==> config.mk <==
export PLATFORM = sky130hd
export DESIGN_NAME = v2r_scale
export DESIGN_NICKNAME = d
export VERILOG_FILES = /design/src/hdl/v2r_pkg.sv /design/src/hdl/v2r_scale.sv
export SDC_FILE = /design/constraint.sdc
export NUM_CORES = 2
export LEC_CHECK = 0
export BUFFER_PORTS_ARGS = -buffer_cell sky130_fd_sc_hd__buf_2
export CAP_MARGIN = 0
export CELL_PAD_IN_SITES_DETAIL_PLACEMENT = 1
export CELL_PAD_IN_SITES_GLOBAL_PLACEMENT = 2
export CORE_MARGIN = 8
export CORE_UTILIZATION = 25
export CTS_CLUSTER_SIZE = 14
export DETAILED_ROUTE_END_ITERATION = 8
export PLACE_DENSITY_LB_ADDON = 0.1
export SLEW_MARGIN = 5
export SYNTH_ARGS = -nofsm -noshare
export SYNTH_HDL_FRONTEND = slang
export SYNTH_SLANG_ARGS = --single-unit
export TNS_END_PERCENT = 100
==> constraint.sdc <==
create_clock -name clock -period 10.47 [get_ports clock]
set_input_delay 1.047 -clock clock [delete_from_list [all_inputs] [get_ports clock]]
set_output_delay 1.047 -clock clock [all_outputs]
set_load 0.005 [all_outputs]
==> src/hdl/v2r_pkg.sv <==
// shared types, constants and elaboration-time helpers for the vector rotator
package v2r_pkg;

   localparam int ITERATIONS_DEF = 16;
   localparam int DATA_WIDTH_DEF = 32;

   localparam int VEC_W       = 32;
   localparam int ANG_W       = 20;
   localparam int ANG_IN_FRAC = 16;
   localparam int GAIN_FRAC   = 30;
   localparam int GUARD       = 8;
   localparam int XW          = VEC_W + GUARD + 2;
   localparam int PROD_W      = 2 * VEC_W;
   localparam int PROD_SHIFT  = GAIN_FRAC - GUARD;
   localparam int TABLE_LEN   = 32;

   localparam logic signed [63:0] PI_Q30      = 64'sd3373259426;
   localparam logic signed [63:0] HALF_PI_Q30 = 64'sd1686629713;
   localparam logic signed [63:0] TWO_PI_Q30  = 64'sd6746518852;

   localparam logic signed [VEC_W-1:0] OUT_MAX = 32'sh7FFF_FFFF;
   localparam logic signed [VEC_W-1:0] OUT_MIN = 32'sh8000_0000;

   localparam logic signed [63:0] ATAN_Q30 [TABLE_LEN] = '{
      64'sd843314857, 64'sd497837829, 64'sd263043837, 64'sd133525159,
      64'sd67021687,  64'sd33543516,  64'sd16775851,  64'sd8388437,
      64'sd4194283,   64'sd2097149,   64'sd1048576,   64'sd524288,
      64'sd262144,    64'sd131072,    64'sd65536,     64'sd32768,
      64'sd16384,     64'sd8192,      64'sd4096,      64'sd2048,
      64'sd1024,      64'sd512,       64'sd256,       64'sd128,
      64'sd64,        64'sd32,        64'sd16,        64'sd8,
      64'sd4,         64'sd2,         64'sd1,         64'sd0
   };

   typedef struct packed {
      logic signed [XW-1:0] x;
      logic signed [XW-1:0] y;
   } vec_type;

   // q30 constant to q.frac, arithmetic right shift when narrowing
   function automatic logic signed [63:0] rescale_q30(logic signed [63:0] v, int frac);
      logic signed [63:0] r;
      if (frac >= GAIN_FRAC) begin
         r = v <<< (frac - GAIN_FRAC);
      end else begin
         r = v >>> (GAIN_FRAC - frac);
      end
      return r;
   endfunction

   // gain compensation in q1.30: q60 product, integer root, rounded long division
   function automatic logic [63:0] gain_q30(int iters);
      logic [63:0] p;
      logic [63:0] n;
      logic [63:0] res;
      logic [63:0] bit_v;
      logic [63:0] s;
      logic [63:0] num;
      logic [63:0] rem;
      logic [63:0] quo;
      p = 64'd1 << 60;
      for (int i = 0; i < TABLE_LEN; i++) begin
         if (i < iters) begin
            p = p + (p >> (2 * i));
         end
      end
      n     = p;
      res   = '0;
      bit_v = 64'd1 << 62;
      for (int i = 0; i < 32; i++) begin
         if (bit_v > n) begin
            bit_v = bit_v >> 2;
         end
      end
      for (int i = 0; i < 32; i++) begin
         if (bit_v != 64'd0) begin
            if (n >= res + bit_v) begin
               n   = n - (res + bit_v);
               res = (res >> 1) + bit_v;
            end else begin
               res = res >> 1;
            end
            bit_v = bit_v >> 2;
         end
      end
      s   = (res == 64'd0) ? 64'd1 : res;
      num = (64'd1 << 60) + (s >> 1);
      rem = '0;
      quo = '0;
      for (int i = 63; i >= 0; i--) begin
         rem = {rem[62:0], num[i]};
         if (rem >= s) begin
            rem    = rem - s;
            quo[i] = 1'b1;
         end
      end
      return quo;
   endfunction

endpackage

==> src/hdl/v2r_scale.sv <==
// entry stage: gain compensation multiply and angle fold into one turn
module v2r_scale #(
   parameter int ITERATIONS = v2r_pkg::ITERATIONS_DEF,
   parameter int DATA_WIDTH = v2r_pkg::DATA_WIDTH_DEF
) (
   input  logic                                    clock,
   input  logic                                    reset,
   input  logic                                    load,
   input  logic                                    in_valid,
   input  logic signed [v2r_pkg::VEC_W-1:0]        in_x,
   input  logic signed [v2r_pkg::VEC_W-1:0]        in_y,
   input  logic signed [v2r_pkg::ANG_W-1:0]        in_angle,
   output logic                                    out_valid,
   output v2r_pkg::vec_type                        out_vec,
   output logic signed [DATA_WIDTH+2:0]            out_z
);
   import v2r_pkg::*;

   localparam int ZW   = DATA_WIDTH + 3;
   localparam int FRAC = DATA_WIDTH - 2;
   localparam int LSH  = (FRAC >= ANG_IN_FRAC) ? FRAC - ANG_IN_FRAC : 0;
   localparam int RSH  = (FRAC >= ANG_IN_FRAC) ? 0 : ANG_IN_FRAC - FRAC;
   localparam logic [63:0] GAIN64 = gain_q30(ITERATIONS);
   localparam logic signed [ZW-1:0] PI_Z  = ZW'(rescale_q30(PI_Q30, FRAC));
   localparam logic signed [ZW-1:0] TPI_Z = ZW'(rescale_q30(TWO_PI_Q30, FRAC));

   logic signed [VEC_W-1:0]  gain_s;
   logic signed [PROD_W-1:0] prod_x;
   logic signed [PROD_W-1:0] prod_y;
   logic signed [63:0]       z_ext;
   logic signed [ZW-1:0]     z_scaled;

   logic          valid_ff;
   vec_type       vec_ff;
   vec_type       vec_in;
   logic signed [ZW-1:0] z_ff;
   logic signed [ZW-1:0] z_in;

   assign gain_s = $signed(GAIN64[VEC_W-1:0]);
   assign prod_x = in_x * gain_s;
   assign prod_y = in_y * gain_s;
   assign z_ext    = 64'(in_angle);
   assign z_scaled = ZW'((z_ext <<< LSH) >>> RSH);

   always_comb begin
      vec_in.x = prod_x[PROD_SHIFT +: XW];
      vec_in.y = prod_y[PROD_SHIFT +: XW];
      if (z_scaled > PI_Z) begin
         z_in = z_scaled - TPI_Z;
      end else if (z_scaled < -PI_Z) begin
         z_in = z_scaled + TPI_Z;
      end else begin
         z_in = z_scaled;
      end
   end

   always_ff @(posedge clock) begin
      if (reset) begin
         valid_ff <= 1'b0;
      end else if (load) begin
         valid_ff <= in_valid;
      end
   end

   always_ff @(posedge clock) begin
      if (load) begin
         vec_ff <= vec_in;
         z_ff   <= z_in;
      end
   end

   assign out_valid = valid_ff;
   assign out_vec   = vec_ff;
   assign out_z     = z_ff;

endmodule

==> impl.org <==
** Logic synthesis
- Synthesized flop and latch total :: 107
- For this run, asynchronously set or reset flops after synthesis account for 0%.
- Yosys printed 0 warnings.
- The most used flip-flop cell after synthesis is edfxtp_1.
- By area the synthesized netlist is led by fa_1, ha_1, inv_1.
- After synthesis the cells add up to 0.0440 mm^2.
- Synthesized netlist cell count :: 4,392
- Area share of the largest cell type after synthesis :: about two fifths
- The biggest area contributor in the post-synthesis netlist is fa_1.
- Averaged over all synthesized cells, the footprint is approximately 10 um^2.
- The netlist uses 78 different library cells.
- Of the synthesized area, sequential elements account for 7.28%.
- Counting flops with a built-in enable in the synthesized netlist gives 106.

** GRT
- The number of antenna violations at the first check in global routing came to 3.
- Total routing usage reported by global routing :: 18.2%
- Summed over all layers, the global routing overflow is 0.
- The number of global-route vias before repair was approximately 35,000.
- Maximum number of pins on one net before global-route repair :: 45
- The first global-routing pass estimated 253,000 um of wire.

** Floorplanning
- Area of the die :: between 0.15 and 0.2 mm^2
- Number of rows created at floorplan :: 154
- The die is 435 um wide.
- Die Ht :: 435 um
- 208 I/O pins were placed.
- The total area inside the core boundary comes to 0.176 mm^2.
- Initial Utilization :: roughly a quarter

** Final layout
- Compared with the post-synthesis result, the final layout area differs by 9.09%.
- Cells fill 27.3% of the core in the end.
- The library cell used most frequently in the layout, excluding fill and tap cells, is inv_1.
- Of the cells placed in the final design, the portion with a size suffix greater than 1 is 5.65%.
- In the layout the commonest cells are inv_1, fa_1, ha_1, a21oi_1, buf_2.
- Filler cell count :: 20,000
- The final layout contains between 6,000 and 7,000 nets.

** Outcome
- The run finished with clean final reports.

** CTS
- Buffers inserted during post-CTS setup optimization :: 0
- Post-CTS clock slew at the launch and capture registers of the worst setup and hold paths :: 100 ps
- Clock latency on the worst-skew pair, taken at its later pin, is 440 ps.
- Maximum number of buffers from clock root to sink :: 2
- TritonCTS clock tree :: built
- Cell at the root of the clock tree :: clkbuf_16
- The H-tree generated during clock tree synthesis spans 3 levels.
- Post-cts repair resize count :: 0
- Post-CTS Hold Buffers :: 0
- Counting the buffers created by CTS gives 9.
- For this design, the sink count on the clock tree is 107.

** Route
- The detailed router finished its first iteration with 1,126 violations.
- Final routed DRC violation total :: 0
- Post-route ant nets :: 0
- Final wirelength :: 173,000 um
- Via density :: about 4.3
- For this run, the detailed router's first-pass iteration total came to 5.
- Via count :: ~30,000
- After detailed routing, the average wire length per cell comes to 25.1 um.

** Timing
- Fin crit period :: 9250 ps
- Part of the cycle the worst path needs :: ~88%
- Adding up every negative setup slack in the final design gives 0 ps.
- Unrepaired setup endpoints after global routing :: false
- Worst setup skew after layout :: 0 ps
- The final hold violation count came to 0.
- Derived from the worst setup path, the maximum achievable clock frequency is approximately 110 MHz.
- Measured against its own limit, the worst slew margin works out to 37.0%.
- Slew Viols, Final :: 0
- Slew at the pin with the worst max-slew slack :: between 900 and 1000 ps
- Finish-stage setup viols :: 0

** Worst setup path
- Req. time, crit path :: 10,650 ps
- The worst setup path is captured at a register.
- Along the worst path, the maximum fanout reaches 9.
- STA classifies the critical path startpoint as an input port.
- Across all register-to-register paths, the minimum setup slack is 9890 ps.
- Data on the critical path arrives at its endpoint at roughly 9400 ps.
- The worst setup path is of the in2reg kind.

** Place
- DPL Wire Length :: 160,000 um
- RePlAce Congestion :: between 0.8 and 0.9
- During placement, the flow inserted port buffers numbering 205.

** Job
- Across the run, the number of max-cap violations was 0.

** Hold path
- In this run the worst hold path is classified as reg2reg.
## state kept, by name, summed over array words and instances (netlist names)
signal     flops
out_vec       82
out_z         24
out_valid      1
## metal layers
metal  share of wire, %  global-route usage [%]  vias up
met5             0.0075                       0        -
met4                1.2                    2.44        2
met3                2.3                    1.94       51
met2                 49                    31.3      285
met1                 48                    25.5    15600
li1                   -                       -    13900
## worst paths after layout
path / from / to / cells after the start
max: in_y[10] / out_vec[40] / 27
min: out_valid / out_valid / 2
max reg2reg: out_valid / out_valid / 2
min reg2reg: out_valid / out_valid / 2
## synth_stat cells (6+ instances only)
cell / number
o21bai_1: 21
o21ai_0: 99
a21oi_1: 220
a21o_1: 107
nand2_1: 133
nor2_1: 77
o21a_1: 6
nor4_1: 6
o31ai_1: 7
a211oi_1: 10
a22oi_1: 17
buf_4: 13
edfxtp_1: 106
or2_2: 8
nand3_1: 31
nor3_1: 22
ha_1: 754
inv_1: 1276
and2_1: 9
fa_1: 893
nand4_1: 35
nor2b_1: 25
o211ai_1: 14
xor2_1: 162
a31oi_1: 22
and3_1: 10
xnor2_1: 147
clkbuf_1: 59
## worst max-delay path, stage by stage
cell	delay, ps
buf_2	290
ha_1	410
xnor2_1	350
inv_1	90
ha_1	200
a21oi_1	460
inv_1	170
ha_1	220
a21oi_1	180
fa_1	500
inv_1	100
fa_1	450
fa_1	510
fa_1	490
inv_1	50
fa_1	470
inv_1	40
ha_1	400
nand4_4	240
nor4_4	350
o211ai_1	260
a31oi_1	660
a21oi_1	400
o31a_1	500
o21ai_2	280
a31oi_1	130
xnor2_1	160
## metrics by stage
| stage | std cells | hold slack, ps | setup slack (ps) | cell area (um^2) |
|---|---|---|---|---|
| final | 6890 | 503 | 1220 | 48000 |
| after global routing | 6889 | 552 | 790 | 48000 |
| after CTS | 6889 | 517 | 1290 | 48000 |
| after detailed placement | 6873 | 491 | 820 | 47700 |
| after global placement | 6873 | 475 | 804 | 47700 |
| after floorplan | 4393 | 485 | 2910 | 44000 |
## final cells by class
class / count / area [um^2] / area share [%]
repair buffers: 216 / 1110 / 2.32
multi-input cells: 2932 / 35600 / 74.3
flip-flops and latches: 107 / 3200 / 6.68
clock buffers: 10 / 229 / 0.477
inverters: 1278 / 4800 / 10.0
well taps: 2340 / 2930 / 6.10
diodes: 1 / 2.50 / 0.00522
clock inverters: 6 / 56.3 / 0.117
## kinds of logic after synthesis
family          share of synthesized area [%]
other cells                           0.00853
flops                                    7.28
mux                                     0.114
fa+ha+maj                                62.1
simple gates                             4.24
buf+inv                                  11.7
compound gates                           8.43
xor+xnor                                 6.15
Power is left out: the tool's default activity adds up to more than one toggle a clock period on the data nets, which glitch-free logic cannot reach.
