$ cat config.mk
export PLATFORM = sky130hd
export DESIGN_NAME = v2r_round
export DESIGN_NICKNAME = d
export VERILOG_FILES = /design/src/hdl/v2r_pkg.sv /design/src/hdl/v2r_round.sv
export SDC_FILE = /design/constraint.sdc
export NUM_CORES = 1
export LEC_CHECK = 0
export ABC_AREA = 1
export ABC_CLOCK_PERIOD_IN_PS = 1800
export BUFFER_PORTS_ARGS = -buffer_cell sky130_fd_sc_hd__buf_2
export CAP_MARGIN = 5
export CORE_MARGIN = 3
export CORE_UTILIZATION = 46
export CTS_CLUSTER_SIZE = 8
export DETAILED_ROUTE_END_ITERATION = 10
export PLACE_DENSITY = 0.84
export SLEW_MARGIN = 10
export SYNTH_ARGS = -nofsm -noshare
export SYNTH_HDL_FRONTEND = slang
export SYNTH_SLANG_ARGS = --single-unit
$ cat constraint.sdc
create_clock -name clock -period 1.8 [get_ports clock]
set_clock_uncertainty 0.1 [all_clocks]
set_input_delay 0.09 -clock clock [delete_from_list [all_inputs] [get_ports clock]]
set_output_delay 0.09 -clock clock [all_outputs]
set_load 0.05 [all_outputs]
$ cat src/hdl/v2r_pkg.sv
// shared types, constants and elaboration-time helpers for the vector rotator
package v2r_pkg;

   localparam int ITERATIONS_DEF = 16;
   localparam int DATA_WIDTH_DEF = 32;

   localparam int VEC_W       = 32;
   localparam int ANG_W       = 20;
   localparam int ANG_IN_FRAC = 16;
   localparam int GAIN_FRAC   = 30;
   localparam int GUARD       = 8;
   localparam int XW          = VEC_W + GUARD + 2;
   localparam int PROD_W      = 2 * VEC_W;
   localparam int PROD_SHIFT  = GAIN_FRAC - GUARD;
   localparam int TABLE_LEN   = 32;

   localparam logic signed [63:0] PI_Q30      = 64'sd3373259426;
   localparam logic signed [63:0] HALF_PI_Q30 = 64'sd1686629713;
   localparam logic signed [63:0] TWO_PI_Q30  = 64'sd6746518852;

   localparam logic signed [VEC_W-1:0] OUT_MAX = 32'sh7FFF_FFFF;
   localparam logic signed [VEC_W-1:0] OUT_MIN = 32'sh8000_0000;

   localparam logic signed [63:0] ATAN_Q30 [TABLE_LEN] = '{
      64'sd843314857, 64'sd497837829, 64'sd263043837, 64'sd133525159,
      64'sd67021687,  64'sd33543516,  64'sd16775851,  64'sd8388437,
      64'sd4194283,   64'sd2097149,   64'sd1048576,   64'sd524288,
      64'sd262144,    64'sd131072,    64'sd65536,     64'sd32768,
      64'sd16384,     64'sd8192,      64'sd4096,      64'sd2048,
      64'sd1024,      64'sd512,       64'sd256,       64'sd128,
      64'sd64,        64'sd32,        64'sd16,        64'sd8,
      64'sd4,         64'sd2,         64'sd1,         64'sd0
   };

   typedef struct packed {
      logic signed [XW-1:0] x;
      logic signed [XW-1:0] y;
   } vec_type;

   // q30 constant to q.frac, arithmetic right shift when narrowing
   function automatic logic signed [63:0] rescale_q30(logic signed [63:0] v, int frac);
      logic signed [63:0] r;
      if (frac >= GAIN_FRAC) begin
         r = v <<< (frac - GAIN_FRAC);
      end else begin
         r = v >>> (GAIN_FRAC - frac);
      end
      return r;
   endfunction

   // gain compensation in q1.30: q60 product, integer root, rounded long division
   function automatic logic [63:0] gain_q30(int iters);
      logic [63:0] p;
      logic [63:0] n;
      logic [63:0] res;
      logic [63:0] bit_v;
      logic [63:0] s;
      logic [63:0] num;
      logic [63:0] rem;
      logic [63:0] quo;
      p = 64'd1 << 60;
      for (int i = 0; i < TABLE_LEN; i++) begin
         if (i < iters) begin
            p = p + (p >> (2 * i));
         end
      end
      n     = p;
      res   = '0;
      bit_v = 64'd1 << 62;
      for (int i = 0; i < 32; i++) begin
         if (bit_v > n) begin
            bit_v = bit_v >> 2;
         end
      end
      for (int i = 0; i < 32; i++) begin
         if (bit_v != 64'd0) begin
            if (n >= res + bit_v) begin
               n   = n - (res + bit_v);
               res = (res >> 1) + bit_v;
            end else begin
               res = res >> 1;
            end
            bit_v = bit_v >> 2;
         end
      end
      s   = (res == 64'd0) ? 64'd1 : res;
      num = (64'd1 << 60) + (s >> 1);
      rem = '0;
      quo = '0;
      for (int i = 63; i >= 0; i--) begin
         rem = {rem[62:0], num[i]};
         if (rem >= s) begin
            rem    = rem - s;
            quo[i] = 1'b1;
         end
      end
      return quo;
   endfunction

endpackage

$ cat src/hdl/v2r_round.sv
// output stage: drop guard bits with rounding and saturate to 32 bits
module v2r_round (
   input  logic                             clock,
   input  logic                             reset,
   input  logic                             load,
   input  logic                             in_valid,
   input  v2r_pkg::vec_type                 in_vec,
   output logic                             out_valid,
   output logic signed [v2r_pkg::VEC_W-1:0] out_x,
   output logic signed [v2r_pkg::VEC_W-1:0] out_y,
   output logic                             out_sat
);
   import v2r_pkg::*;

   localparam int RW = XW - GUARD;
   localparam logic signed [XW-1:0] HALF_LSB = XW'(1) <<< (GUARD - 1);
   localparam logic signed [RW-1:0] MAX_R = RW'(OUT_MAX);
   localparam logic signed [RW-1:0] MIN_R = RW'(OUT_MIN);

   logic signed [XW-1:0] x_bias;
   logic signed [XW-1:0] y_bias;
   logic signed [RW-1:0] x_r;
   logic signed [RW-1:0] y_r;
   logic                 x_clip;
   logic                 y_clip;

   logic                    valid_ff;
   logic signed [VEC_W-1:0] x_ff;
   logic signed [VEC_W-1:0] x_in;
   logic signed [VEC_W-1:0] y_ff;
   logic signed [VEC_W-1:0] y_in;
   logic                    sat_ff;
   logic                    sat_in;

   assign x_bias = in_vec.x + HALF_LSB;
   assign y_bias = in_vec.y + HALF_LSB;
   assign x_r    = x_bias[XW-1:GUARD];
   assign y_r    = y_bias[XW-1:GUARD];

   always_comb begin
      x_clip = 1'b1;
      y_clip = 1'b1;
      if (x_r > MAX_R) begin
         x_in = OUT_MAX;
      end else if (x_r < MIN_R) begin
         x_in = OUT_MIN;
      end else begin
         x_in   = x_r[VEC_W-1:0];
         x_clip = 1'b0;
      end
      if (y_r > MAX_R) begin
         y_in = OUT_MAX;
      end else if (y_r < MIN_R) begin
         y_in = OUT_MIN;
      end else begin
         y_in   = y_r[VEC_W-1:0];
         y_clip = 1'b0;
      end
      sat_in = x_clip | y_clip;
   end

   always_ff @(posedge clock) begin
      if (reset) begin
         valid_ff <= 1'b0;
      end else if (load) begin
         valid_ff <= in_valid;
      end
   end

   always_ff @(posedge clock) begin
      if (load) begin
         x_ff   <= x_in;
         y_ff   <= y_in;
         sat_ff <= sat_in;
      end
   end

   assign out_valid = valid_ff;
   assign out_x     = x_ff;
   assign out_y     = y_ff;
   assign out_sat   = sat_ff;

endmodule

==> impl_results.rst <==
.. list-table::
   :header-rows: 1

   * - Metric
     - Value
   * - Final count of pins violating max slew
     - 0
   * - Multiplexer share of the synthesized area
     - less than 1%
   * - Post-synthesis instance area
     - 0.00449 sq mm
   * - Total Nets Final
     - 864
   * - Endpoint of the worst register-to-register path
     - out_valid
   * - Largest fanout of any net on the critical path
     - 19
   * - Die ar.
     - 0.0110 sq mm
   * - Share of the synthesized area in compound gates (AO/OA/AOI/OAI)
     - 0.724%
   * - Final worst path period need
     - 1.64 ns
   * - Signal arrival time at the worst endpoint
     - ~1.6 ns
   * - Adder-cell share of the synthesized area
     - 0.557%
   * - Power per cell area
     - approximately 710 mW/mm^2
   * - Worst r2r src
     - out_valid
   * - Share of synthesized flip-flops with an asynchronous set or reset
     - 0%
   * - RD Place Congestion
     - 0.911
   * - Top library cells by usage in the layout, fill and taps aside
     - sky130_fd_sc_hd__nand2_1, sky130_fd_sc_hd__buf_2, sky130_fd_sc_hd__nor2_1, sky130_fd_sc_hd__edfxtp_1, sky130_fd_sc_hd__buf_4
   * - HPWL reported at the end of detailed placement
     - approximately 10 mm
   * - Via count of the first global-routing pass
     - 4,283
   * - Final Power
     - roughly 4.2 mW
   * - Vias after detailed routing
     - between 4,000 and 5,000
   * - Share of cells above drive strength 1
     - around 34%
   * - Iter 0 DRT Violations
     - 238
   * - # rows
     - 35
   * - Pin count of the biggest net entering global routing
     - 38
   * - Setup slack after layout
     - 0.164 ns
   * - Area added between synthesis and finish
     - 32.7%
   * - EDFF count, synth
     - 65
   * - Nature of the critical path startpoint
     - input pin
   * - Min-Delay Endpoint
     - out_y[31]
   * - Syn avg cell area
     - roughly 7.9 sq um
   * - Area share of and/or/nand/nor cells after synthesis
     - approximately two fifths
   * - Remaining design rule violation count
     - 0
   * - Start point of the worst min-delay path
     - in_vec[41]
   * - Number of failing setup endpoints in the final timing report
     - 0
   * - Max-slew headroom
     - 74.2%
   * - Die width
     - 105 um
   * - Mapped Cells
     - around 570
   * - Unrepaired setup endpoints after global routing
     - false
   * - Part of the cycle the worst path needs
     - about nine tenths
   * - Die outline height
     - 105 um
   * - CORE AREA
     - roughly 0.0094 sq mm
   * - Top FF cell, synth
     - sky130_fd_sc_hd__edfxtp_1
   * - Overall track demand over capacity in global routing
     - 22.2%
   * - Reg2reg path depth
     - 3
   * - Number of flip-flops and latches in the synthesized netlist
     - 66
   * - Wire length of the first global-routing pass
     - between 15 and 20 mm
   * - Post-DRT Antenna Nets
     - 0
   * - Setup TNS
     - 0 ns
   * - Worst-skew pair later-pin latency
     - 0.33 ns
   * - Path class of the lowest-slack min-delay path
     - input pin to flip-flop
   * - Via density
     - 4.88
   * - Count of H-tree levels built during CTS
     - 3
   * - Hold Violations, Final
     - 0
   * - Fmax achieved
     - 611 MHz
   * - DR pass1 iterations
     - 5
   * - Number of ports placed on the die boundary
     - 154
   * - Flop-to-flop setup slack
     - between 0.5 and 0.6 ns
   * - Leakage power figure
     - 2.88 nW
   * - Worst setup path category
     - input pin to flip-flop
   * - Register clock-pin slew on the reported worst setup and hold paths
     - 0.07 ns
   * - Most common cell after layout, fill and taps aside
     - sky130_fd_sc_hd__nand2_1
   * - Starting utilization of the core area
     - between 40 and 50%
   * - Area share of xor/xnor cells in the synthesized design
     - approximately 9%
   * - Main combinational cell family by area after synthesis
     - simple AND/OR/NAND/NOR gates
   * - Hold Path Stages
     - 3
   * - Count of maximum capacitance violations
     - 0
   * - Slew at the pin closest to its max-slew limit
     - about 0.38 ns
   * - Overall routed net length
     - 12.2 mm
   * - Number of diodes
     - 0
   * - Maximum vdd ir drop
     - 415 uV
   * - Final standard cell count with taps included and fillers excluded
     - 906
   * - Clock tree from TritonCTS
     - done
   * - Number of unique standard cell types used by synthesis
     - 31
   * - Buffers on Ports
     - 139
   * - Num CTS Buffers
     - 9
   * - Worst Hold Margin
     - 0.0321 ns
   * - Root buffer cell
     - sky130_fd_sc_hd__clkbuf_8
   * - Synth Warn #
     - 0
   * - Clock Path Buffers
     - 2
   * - Routed wire per std cell
     - 13.5 um
   * - Share of synthesized area occupied by flip-flops and latches
     - 43.9%
   * - Total clock sinks
     - 66
   * - Synthesized netlist net count
     - 662
   * - Initial antenna violation count
     - 0
   * - Grt ovf
     - 0
   * - Minimum setup slack after placement
     - -0.187 ns
   * - Data required time of the worst path
     - 1.79 ns
   * - Instance count after placement with tap cells included
     - 890
   * - Status
     - completed
   * - CP endpoint kind
     - flip-flop
## repair_timing
action,in CTS,in global routing
resized for setup,0,0
endpoints found under the setup margin,0,0
setup buffers,0,0
endpoints found under the hold margin,1,0
hold buffers,2,0
## sequential cells by signal, indices dropped and copies added (netlist names)
name,flops
out_sat,1
out_x,32
out_y,32
out_valid,1
## cell families after synthesis
logic type / after synthesis
AO/OA/AOI/OAI: 5
XOR/XNOR: 46
adder cells (fa/ha/maj): 2
buffers and inverters: 47
flip-flops: 66
multiplexers: 1
AND/OR/NAND/NOR: 405
## cell type report
class / count / area [sq um]
fill: 850 / 3410
multi-input combinational: 459 / 2280
sequential: 66 / 1970
timing repair buffer: 203 / 1270
tap: 129 / 161
inverter: 35 / 131
clock buffer: 10 / 128
clock inverter: 4 / 21.3
## layer usage
layer	part of all wire, %	vias to the layer above	GRT usage, %
met1	45	2009	29.5
met5	0	-	0
met3	5.4	25	3.77
met2	47	153	35.9
li1	-	2236	-
met4	2.5	0	9.09
## per-stage QoR
stage	utilization, %	instance area [sq um]
after floorplan	-	4490
after global placement	61.8	5800
after detailed placement	61.8	5800
after CTS	63.6	5960
after global routing	63.6	5960
final	63.6	5960
## worst max-delay path: stages
cell	delay [ns]
sky130_fd_sc_hd__buf_2	0.11
sky130_fd_sc_hd__ha_1	0.17
sky130_fd_sc_hd__nand2_1	0.12
sky130_fd_sc_hd__nor2_4	0.16
sky130_fd_sc_hd__nand2_2	0.11
sky130_fd_sc_hd__nor2_4	0.15
sky130_fd_sc_hd__nand3_1	0.08
sky130_fd_sc_hd__nand2_1	0.11
sky130_fd_sc_hd__inv_2	0.04
sky130_fd_sc_hd__nand2_1	0.10
sky130_fd_sc_hd__nand2_4	0.09
sky130_fd_sc_hd__buf_12	0.16
sky130_fd_sc_hd__nand2_1	0.06
sky130_fd_sc_hd__nand2_1	0.06
## Yosys cell counts, types with 2 or more instances
cell	n	area share [%]
sky130_fd_sc_hd__nand3_2	14	3.1
sky130_fd_sc_hd__buf_6	5	1.3
sky130_fd_sc_hd__inv_1	33	2.8
sky130_fd_sc_hd__xnor2_1	24	4.7
sky130_fd_sc_hd__nand4_1	10	1.4
sky130_fd_sc_hd__nor3_1	10	1.1
sky130_fd_sc_hd__o21bai_1	2	0.33
sky130_fd_sc_hd__buf_4	3	0.50
sky130_fd_sc_hd__inv_2	2	0.17
sky130_fd_sc_hd__ha_1	2	0.56
sky130_fd_sc_hd__xor2_1	22	4.3
sky130_fd_sc_hd__nor2_4	4	1.0
sky130_fd_sc_hd__nand2_4	2	0.50
sky130_fd_sc_hd__nor2_1	72	6.0
sky130_fd_sc_hd__nand3_1	18	2.0
sky130_fd_sc_hd__nand2_2	8	1.1
sky130_fd_sc_hd__nor2_2	6	0.84
sky130_fd_sc_hd__buf_2	3	0.33
sky130_fd_sc_hd__edfxtp_1	65	43
sky130_fd_sc_hd__nand2_1	247	21
sky130_fd_sc_hd__or2_2	10	1.4
## how the worst max path moves through the flow
stage                          start        end  slack, ns  depth (start not counted)
after global routing       in_vec[8]  out_y[15]       0.03                         14
final                      in_vec[8]   out_y[0]       0.16                         14
after global placement     in_vec[8]  out_y[27]      -0.07                         12
after CTS                  in_vec[8]   out_y[0]       0.17                         14
after detailed placement   in_vec[8]   out_y[1]      -0.19                         14
after floorplan           in_vec[49]  out_x[10]       0.12                         13
## report_power, final
group	total, mW	leakage, nW	switching [mW]	internal [mW]
registers	1.90	0.647	0.0388	1.86
logic	1.30	2.15	0.929	0.366
clock network	1.03	0.0754	0.553	0.475
total	4.23	2.88	1.52	2.70
Note: power is estimated with default switching activity, not from simulation.
