File: src/hdl/v2r_pkg.sv
// shared types, constants and elaboration-time helpers for the vector rotator
package v2r_pkg;

   localparam int ITERATIONS_DEF = 16;
   localparam int DATA_WIDTH_DEF = 32;

   localparam int VEC_W       = 32;
   localparam int ANG_W       = 20;
   localparam int ANG_IN_FRAC = 16;
   localparam int GAIN_FRAC   = 30;
   localparam int GUARD       = 8;
   localparam int XW          = VEC_W + GUARD + 2;
   localparam int PROD_W      = 2 * VEC_W;
   localparam int PROD_SHIFT  = GAIN_FRAC - GUARD;
   localparam int TABLE_LEN   = 32;

   localparam logic signed [63:0] PI_Q30      = 64'sd3373259426;
   localparam logic signed [63:0] HALF_PI_Q30 = 64'sd1686629713;
   localparam logic signed [63:0] TWO_PI_Q30  = 64'sd6746518852;

   localparam logic signed [VEC_W-1:0] OUT_MAX = 32'sh7FFF_FFFF;
   localparam logic signed [VEC_W-1:0] OUT_MIN = 32'sh8000_0000;

   localparam logic signed [63:0] ATAN_Q30 [TABLE_LEN] = '{
      64'sd843314857, 64'sd497837829, 64'sd263043837, 64'sd133525159,
      64'sd67021687,  64'sd33543516,  64'sd16775851,  64'sd8388437,
      64'sd4194283,   64'sd2097149,   64'sd1048576,   64'sd524288,
      64'sd262144,    64'sd131072,    64'sd65536,     64'sd32768,
      64'sd16384,     64'sd8192,      64'sd4096,      64'sd2048,
      64'sd1024,      64'sd512,       64'sd256,       64'sd128,
      64'sd64,        64'sd32,        64'sd16,        64'sd8,
      64'sd4,         64'sd2,         64'sd1,         64'sd0
   };

   typedef struct packed {
      logic signed [XW-1:0] x;
      logic signed [XW-1:0] y;
   } vec_type;

   // q30 constant to q.frac, arithmetic right shift when narrowing
   function automatic logic signed [63:0] rescale_q30(logic signed [63:0] v, int frac);
      logic signed [63:0] r;
      if (frac >= GAIN_FRAC) begin
         r = v <<< (frac - GAIN_FRAC);
      end else begin
         r = v >>> (GAIN_FRAC - frac);
      end
      return r;
   endfunction

   // gain compensation in q1.30: q60 product, integer root, rounded long division
   function automatic logic [63:0] gain_q30(int iters);
      logic [63:0] p;
      logic [63:0] n;
      logic [63:0] res;
      logic [63:0] bit_v;
      logic [63:0] s;
      logic [63:0] num;
      logic [63:0] rem;
      logic [63:0] quo;
      p = 64'd1 << 60;
      for (int i = 0; i < TABLE_LEN; i++) begin
         if (i < iters) begin
            p = p + (p >> (2 * i));
         end
      end
      n     = p;
      res   = '0;
      bit_v = 64'd1 << 62;
      for (int i = 0; i < 32; i++) begin
         if (bit_v > n) begin
            bit_v = bit_v >> 2;
         end
      end
      for (int i = 0; i < 32; i++) begin
         if (bit_v != 64'd0) begin
            if (n >= res + bit_v) begin
               n   = n - (res + bit_v);
               res = (res >> 1) + bit_v;
            end else begin
               res = res >> 1;
            end
            bit_v = bit_v >> 2;
         end
      end
      s   = (res == 64'd0) ? 64'd1 : res;
      num = (64'd1 << 60) + (s >> 1);
      rem = '0;
      quo = '0;
      for (int i = 63; i >= 0; i--) begin
         rem = {rem[62:0], num[i]};
         if (rem >= s) begin
            rem    = rem - s;
            quo[i] = 1'b1;
         end
      end
      return quo;
   endfunction

endpackage

File: src/hdl/v2r_quad.sv
// quarter-turn pre-rotation bringing the angle into the half plane
module v2r_quad #(
   parameter int DATA_WIDTH = v2r_pkg::DATA_WIDTH_DEF
) (
   input  logic                         clock,
   input  logic                         reset,
   input  logic                         load,
   input  logic                         in_valid,
   input  v2r_pkg::vec_type             in_vec,
   input  logic signed [DATA_WIDTH+2:0] in_z,
   output logic                         out_valid,
   output v2r_pkg::vec_type             out_vec,
   output logic signed [DATA_WIDTH+2:0] out_z
);
   import v2r_pkg::*;

   localparam int ZW   = DATA_WIDTH + 3;
   localparam int FRAC = DATA_WIDTH - 2;
   localparam logic signed [ZW-1:0] HPI_Z = ZW'(rescale_q30(HALF_PI_Q30, FRAC));

   logic          valid_ff;
   vec_type       vec_ff;
   vec_type       vec_in;
   logic signed [ZW-1:0] z_ff;
   logic signed [ZW-1:0] z_in;

   always_comb begin
      if (in_z > HPI_Z) begin
         vec_in.x = -in_vec.y;
         vec_in.y = in_vec.x;
         z_in     = in_z - HPI_Z;
      end else if (in_z < -HPI_Z) begin
         vec_in.x = in_vec.y;
         vec_in.y = -in_vec.x;
         z_in     = in_z + HPI_Z;
      end else begin
         vec_in = in_vec;
         z_in   = in_z;
      end
   end

   always_ff @(posedge clock) begin
      if (reset) begin
         valid_ff <= 1'b0;
      end else if (load) begin
         valid_ff <= in_valid;
      end
   end

   always_ff @(posedge clock) begin
      if (load) begin
         vec_ff <= vec_in;
         z_ff   <= z_in;
      end
   end

   assign out_valid = valid_ff;
   assign out_vec   = vec_ff;
   assign out_z     = z_ff;

endmodule

File: config.mk
export PLATFORM = sky130hd
export DESIGN_NAME = v2r_quad
export DESIGN_NICKNAME = d
export VERILOG_FILES = /design/src/hdl/v2r_pkg.sv /design/src/hdl/v2r_quad.sv
export SDC_FILE = /design/constraint.sdc
export NUM_CORES = 1
export LEC_CHECK = 0
export BUFFER_PORTS_ARGS = -buffer_cell sky130_fd_sc_hd__clkbuf_2
export CORE_ASPECT_RATIO = 1.2
export CORE_UTILIZATION = 35
export CTS_CLUSTER_DIAMETER = 80
export DETAILED_ROUTE_END_ITERATION = 7
export PLACE_DENSITY = 0.65
export SLEW_MARGIN = 25
export SYNTH_ARGS = -nofsm -noshare
export SYNTH_HDL_FRONTEND = slang
export SYNTH_SLANG_ARGS = --single-unit
File: constraint.sdc
create_clock -name clock -period 4.3 [get_ports clock]
set_clock_uncertainty 0.15 [all_clocks]
set_input_delay 0.43 -clock clock [delete_from_list [all_inputs] [get_ports clock]]
set_output_delay 0.43 -clock clock [all_outputs]
set_load 0.01 [all_outputs]
==> reports/qor.csv, run 1 <==
stage,metric,value,unit
status,status,finished clean,
critical_path,cp_top_family,simple AND/OR/NAND/NOR gates,
cts,postCtsSetupBuffers,0,
power,switchingPower,1.06,mW
critical_path,critical-path-slowest-cell,nor2_4,
logic_synthesis,synth.most_common_cell,edfxtp_1,
cts,cts_tree,yes,
logic_synthesis,synth-seq-cells,120,
logic_synthesis,synth_nets,1035,
run,maxCapViolations,0,
critical_path,required,4330,ps
logic_synthesis,postSynthCellCount,907,
logic_synthesis,ys_seq_area_share,43.0,%
cts,htree_levels,4,
timing,fin_ws,789,ps
final_layout,fillCellCount,2325,
timing,rsz0062_at_grt,false,
drt,postRouteAntennaNets,0,
timing,final.setup.tns,0,ps
global_routing,antenna_found_initial,0,
power,clkPwrFrac,39.1,%
global_routing,track_usage,23.4,%
global_routing,grt_pass1_vias,7882,
final_layout,drive_above_1_share,29.7,%
cts,cts-root-buf,clkbuf_16,
cts,clock_path_buffers,2,
global_routing,grt_overflow,0,
cts,numCtsBuffers,17,
power,power.internal,2.63,mW
critical_path,crit_type,input port to flip-flop,
global_routing,grt_pass1_wl,43600,um
logic_synthesis,synth_top_flop_cell,edfxtp_1,
drt,firstDrtPassIters,5,
logic_synthesis,syn_avg_cell_area,9.21,um2
critical_path,reg2reg_depth,2,
timing,period_needed,3510,ps
drt,vias,8434,
cts,clk_pin_slew,60,ps
timing,max-slew-margin-rel,45.9,%
drt,drc_errors,0,
floorplan,io_pins,243,
placement,place_ws,319,ps
critical_path,cp_max_fo,25,
floorplan,initial_core_util,35.9,%
critical_path,path_buf_inv,2,
critical_path,endpoint_kind,flip-flop,
critical_path,cpPeakStageDelay,640,ps
timing,max_slew.worst_pin.slew,812,ps
min_path,hold_path_depth,3,
floorplan,row_count,61,
power,power_density,353,nW/um2
drt,drt_iter0_drc,606,
power,fin_total_pwr,3.70,mW
logic_synthesis,ys_types,81,
floorplan,die-area,24500,um2
cts,insertion_delay,420,ps
logic_synthesis,synth-edff-count,119,
floorplan,die_x,143,um
min_path,min_path_type,input port to flip-flop,
timing,drv_slew,0,
final_layout,fin_nets,1253,
placement,place_congestion,0.895,
logic_synthesis,synthArstFlopShare,0,%
logic_synthesis,synth_top_area_share,42.8,%
final_layout,area_delta_synth_final,25.5,%
power,pwr-share-seq,40.4,%
timing,min_period_over_period,81.7,%
power,switching_share,28.7,%
timing,fmax,285,MHz
drt,via_per_inst,5.80,
critical_path,cp_cell_sequence,"clkbuf_2, nor4bb_1, nand4_1, a2111o_1, and3_1, nor2_4, buf_4, a31oi_1, o221a_2",
power,combPwrFrac,20.5,%
global_routing,grt_max_degree,65,
floorplan,core,23300,um2
logic_synthesis,synthTopCellsByCount,"edfxtp_1, a21oi_1, nand2_1",
placement,hpwl,20600,um
critical_path,crit_cells,9,
floorplan,dieHeight,171,um
timing,setup_violations,0,
logic_synthesis,ys_warn_count,0,
power,peakVddDrop,0.279,mV
timing,finalHoldViolations,0,
cts,cts_sinks,120,
critical_path,crit_arrival,3540,ps
drt,wl_per_cell,19.7,um
critical_path,start_kind,input port,
drt,wl,28600,um
logic_synthesis,yosysTopAreaCell,edfxtp_1,
placement,port_buffers,242,
power,leakagePower,3.94,nW
logic_synthesis,synth_area,8360,um2
logic_synthesis,ys_top_cells_by_area,"edfxtp_1, a21oi_1, o21ai_0, nand2_1, nor2_1",
-- area by class of cell --
class                           instances  area (um2)  share of cell area (%)
Multi-Input combinational cell        699        4390                    41.9
Sequential cell                       120        3590                    34.3
Timing Repair Buffer                  264        1430                    13.7
Clock buffer                           17         425                    4.06
Tap cell                              315         394                    3.76
Clock inverter                         15         160                    1.53
Inverter                               23        86.3                   0.823
Antenna cell                            1        2.50                  0.0239
-- cell usage in the layout, fill, tap and decap left out, types with 10 or more instances in the layout --
cell       netlist  layout
nor3_1          37      37
or3_1           23      23
nand3_1         42      42
clkbuf_2         0     241
xnor2_1         21      21
edfxtp_1       119     119
nand2_1         70      69
o21ai_0         68      68
nor4_1          14      14
nand4_1         12      12
a31oi_1         19      19
xor2_1          10      10
o221a_2         10      10
a21oi_1         91      91
nand3b_1        10      10
o22ai_1         13      13
nor2_1          69      68
buf_4            4      18
clkbuf_16        0      17
o311ai_0        17      17
inv_1           23      23
-- cells by family (layout without fill, tap and decap cells) --
kind of cell / Yosys count / count (layout) / synth area share [%]
AO/OA/AOI/OAI: 317 / 317 / 25.7
XOR/XNOR: 31 / 31 / 3.25
adder cells (fa/ha/maj): 5 / 5 / 0.749
buffers and inverters: 88 / 319 / 4.84
flip-flops: 120 / 120 / 43.0
multiplexers: 3 / 3 / 0.359
other: 0 / 1 / 0
AND/OR/NAND/NOR: 343 / 343 / 22.1
-- power by group through the flow --
stage	Clock (mW)	Sequential (mW)	Combinational [mW]
6_report	1.45	1.49	0.758
5_1_grt	1.52	1.50	0.833
4_1_cts	1.47	1.49	0.757
3_5_place_dp	0	1.52	0.753
3_3_place_gp	0	1.52	0.744
2_1_floorplan	0	1.57	0.334
-- worst register-to-register path: cells and delay by family, from the launching register on --
family,cells,cell delay [ps]
DFF,1,300
muxes,1,120
and+or+nand+nor,1,50
-- stage by stage --
stage | hold slack [ps] | utilization [%] | std cells | instance area (um2)
global placement | 325 | 42.5 | 1420 | 9890
CTS | 95.7 | 45.0 | 1453 | 10500
finish | 99.8 | 45.0 | 1454 | 10500
floorplan | 352 | - | 907 | 8360
detailed placement | 341 | 42.5 | 1420 | 9890
global route | 128 | 45.0 | 1453 | 10500
-- flip-flops by register name (all words and copies together) (netlist names) --
signal,count
out_valid,1
out_vec,84
out_z,35
-- repair_timing --
action / 4_1_cts / 5_1_grt
endpoints found under the setup margin: 0 / 0
endpoints found under the hold margin: 1 / 0
resized for setup: 0 / 0
hold buffers: 1 / 0
-- path summary, 6_finish.rpt --
kind	start	endpoint	slack, ps
setup / recovery	in_z[23]	out_vec[80]$_DFFE_PP_	790
hold / removal	in_valid	out_valid$_SDFFE_PP0P_	100
setup reg to reg	out_valid$_SDFFE_PP0P_	out_valid$_SDFFE_PP0P_	3570
hold reg to reg	out_valid$_SDFFE_PP0P_	out_valid$_SDFFE_PP0P_	350
-- per-layer routing --
metal / routed length, um / global-route usage (%) / up-vias
met4: 711 / 8.74 / 0
li1: - / - / 4003
met5: 0 / 0 / -
met3: 2250 / 5.90 / 47
met2: 13900 / 38.9 / 372
met1: 11800 / 29.2 / 4012
Note: power is estimated with default switching activity, not from simulation.
==> run 2, diff against run 1 <==
PLACE_DENSITY = 0.67   (was 0.65)
clock period = 3.15 ns   (was 4.3 ns; I/O delays follow)
==> run 2 against run 1 <==
Net effect: via count is 3.5% higher; final cell count is 4.5% higher; register-to-register slack worse by 1700 ps; count of clock-buffer cells in the layout is 1 higher; critical path depth stayed put; sequential share of layout area is 1.8 points lower; clock power is 39% higher; utilization is 2.5 points higher; sequential cell count stayed put; sequential power is 36% higher; setup slack worse by 390 ps; wire length is 1.4% higher.
==> reports/qor.csv, run 2 (synthesis results as in run 1) <==
stage,metric,value,unit
status,status,finished clean,
critical_path,timing.rr.start,out_valid$_SDFFE_PP0P_,
global_routing,grt_overflow,0,
drt,wl,29100,um
power,switching_share,27.8,%
global_routing,grt_max_degree,46,
timing,finalHoldViolations,0,
placement,port_buffers,242,
timing,max-slew-margin-rel,58.3,%
placement,dpl.cell_count,1486,
timing,period_needed,2750,ps
critical_path,reg2reg_depth,3,
cts,clock_path_buffers,2,
floorplan,die_x,143,um
global_routing,grt_pass1_wl,44000,um
timing,rsz0062_at_grt,false,
critical_path,required,3180,ps
cts,cts_sinks,120,
critical_path,r2r_setup_slack,1870,ps
cts,cts-root-buf,clkbuf_16,
cts,htree_levels,4,
cts,cts_tree,yes,
critical_path,crit_type,input port to flip-flop,
drt,vias,8725,
cts,insertion_delay,430,ps
critical_path,endpoint_kind,flip-flop,
placement,place_congestion,0.875,
min_path,min_path_type,input port to flip-flop,
floorplan,row_count,61,
cts,postCtsSetupBuffers,0,
critical_path,critical-path-slowest-cell,or4_4,
power,pwr-share-seq,39.4,%
timing,setup_violations,0,
power,switchingPower,1.43,mW
global_routing,antenna_found_initial,2,
final_layout,drive_above_1_share,33.3,%
power,combPwrFrac,21.6,%
drt,via_per_inst,5.74,
final_layout,fin_cells,1520,
cts,cts_hold_buffers,2,
floorplan,io_pins,243,
critical_path,crit_arrival,2780,ps
global_routing,track_usage,23.7,%
power,power_density,466,nW/um2
final_layout,largest_reg_flops,84,
drt,drt_iter0_drc,694,
cts,cts_resized,0,
final_layout,layout_commonest_cell,clkbuf_2,
power,clkPwrFrac,39.1,%
timing,fmax,364,MHz
final_layout,area_delta_synth_final,32.5,%
timing,min_period_over_period,87.2,%
critical_path,startpoint,in_z[15],
drt,drc_errors,0,
final_layout,fin_nets,1320,
drt,firstDrtPassIters,5,
global_routing,grt_pass1_vias,7997,
floorplan,initial_core_util,35.9,%
power,leakagePower,4.30,nW
critical_path,r2r_end,out_valid$_SDFFE_PP0P_,
power,peakVddDrop,0.354,mV
power,power.internal,3.73,mW
timing,drv_slew,0,
final_layout,postLayoutCoreUtil,47.6,%
drt,postRouteAntennaNets,0,
placement,hpwl,21500,um
cts,numCtsBuffers,17,
critical_path,cpPeakStageDelay,460,ps
critical_path,cp_cell_sequence,"clkbuf_2, or3_1, or4_4, a221oi_4, o21ba_4, buf_4, o311ai_0, o21ai_0, a21oi_1",
floorplan,core,23300,um2
floorplan,dieHeight,171,um
drt,wl_per_cell,19.1,um
critical_path,critPathCapture,out_vec[21]$_DFFE_PP_,
floorplan,die-area,24500,um2
cts,clk_pin_slew,50,ps
critical_path,start_kind,input port,
final_layout,layout_common_cells,"clkbuf_2, edfxtp_1, a21oi_1, buf_4, nand2_1",
critical_path,cp_max_fo,32,
timing,max_slew.worst_pin.slew,621,ps
run,maxCapViolations,0,
timing,final.setup.tns,0,ps
==> run 2: power groups by stage <==
stage                     Clock [mW]  Sequential [mW]  Combinational (mW)
after floorplan                    0             2.15               0.456
after global placement             0             2.07                1.09
after detailed placement           0             2.06                1.10
after CTS                       2.05             2.04                1.11
after global routing            2.11             2.05                1.21
final                           2.02             2.03                1.11
==> run 2: through the flow <==
step           setup slack [ps]  area (um2)  hold slack (ps)  power [mW]
3_5_place_dp              -56.4       10500              327        3.16
6_report                    402       11100             73.2        5.16
5_1_grt                     239       11100             83.1        5.37
2_1_floorplan               202        8360              237        2.60
4_1_cts                     404       11100             59.1        5.19
3_3_place_gp              -1.38       10500              323        3.15
==> run 2: layout make-up <==
cell class                 instances  area (um2)
antenna                            2        5.00
inverter                          23        86.3
fill                            2242       12200
multi-input combinational        699        4390
sequential                       120        3590
tap                              315         394
clock inverter                    12         159
timing repair buffer             331        2010
clock buffer                      18         429
==> run 2: critical path, delay by kind of cell <==
family                 cells  cell delay, ps
buffers and inverters      2             440
AND/OR/NAND/NOR            2             870
AO/OA/AOI/OAI              5            1130
==> run 2: how the worst min path moves through the flow <==
stage | to | startpoint | depth (start not counted)
2_1_floorplan | out_valid$_SDFFE_PP0P_ | reset | 1
3_3_place_gp | out_valid$_SDFFE_PP0P_ | reset | 2
3_5_place_dp | out_valid$_SDFFE_PP0P_ | reset | 2
4_1_cts | out_vec[41]$_DFFE_PP_ | in_vec[83] | 2
5_1_grt | out_vec[41]$_DFFE_PP_ | in_vec[83] | 2
6_report | out_vec[41]$_DFFE_PP_ | in_vec[83] | 2
==> run 2: routing by layer <==
layer	up-vias	track usage (%)	share of wire, %
met4	0	10.0	2.5
met2	402	39.7	49
met5	-	0	0
li1	4138	-	-
met1	4139	29.8	41
met3	46	4.18	7.1
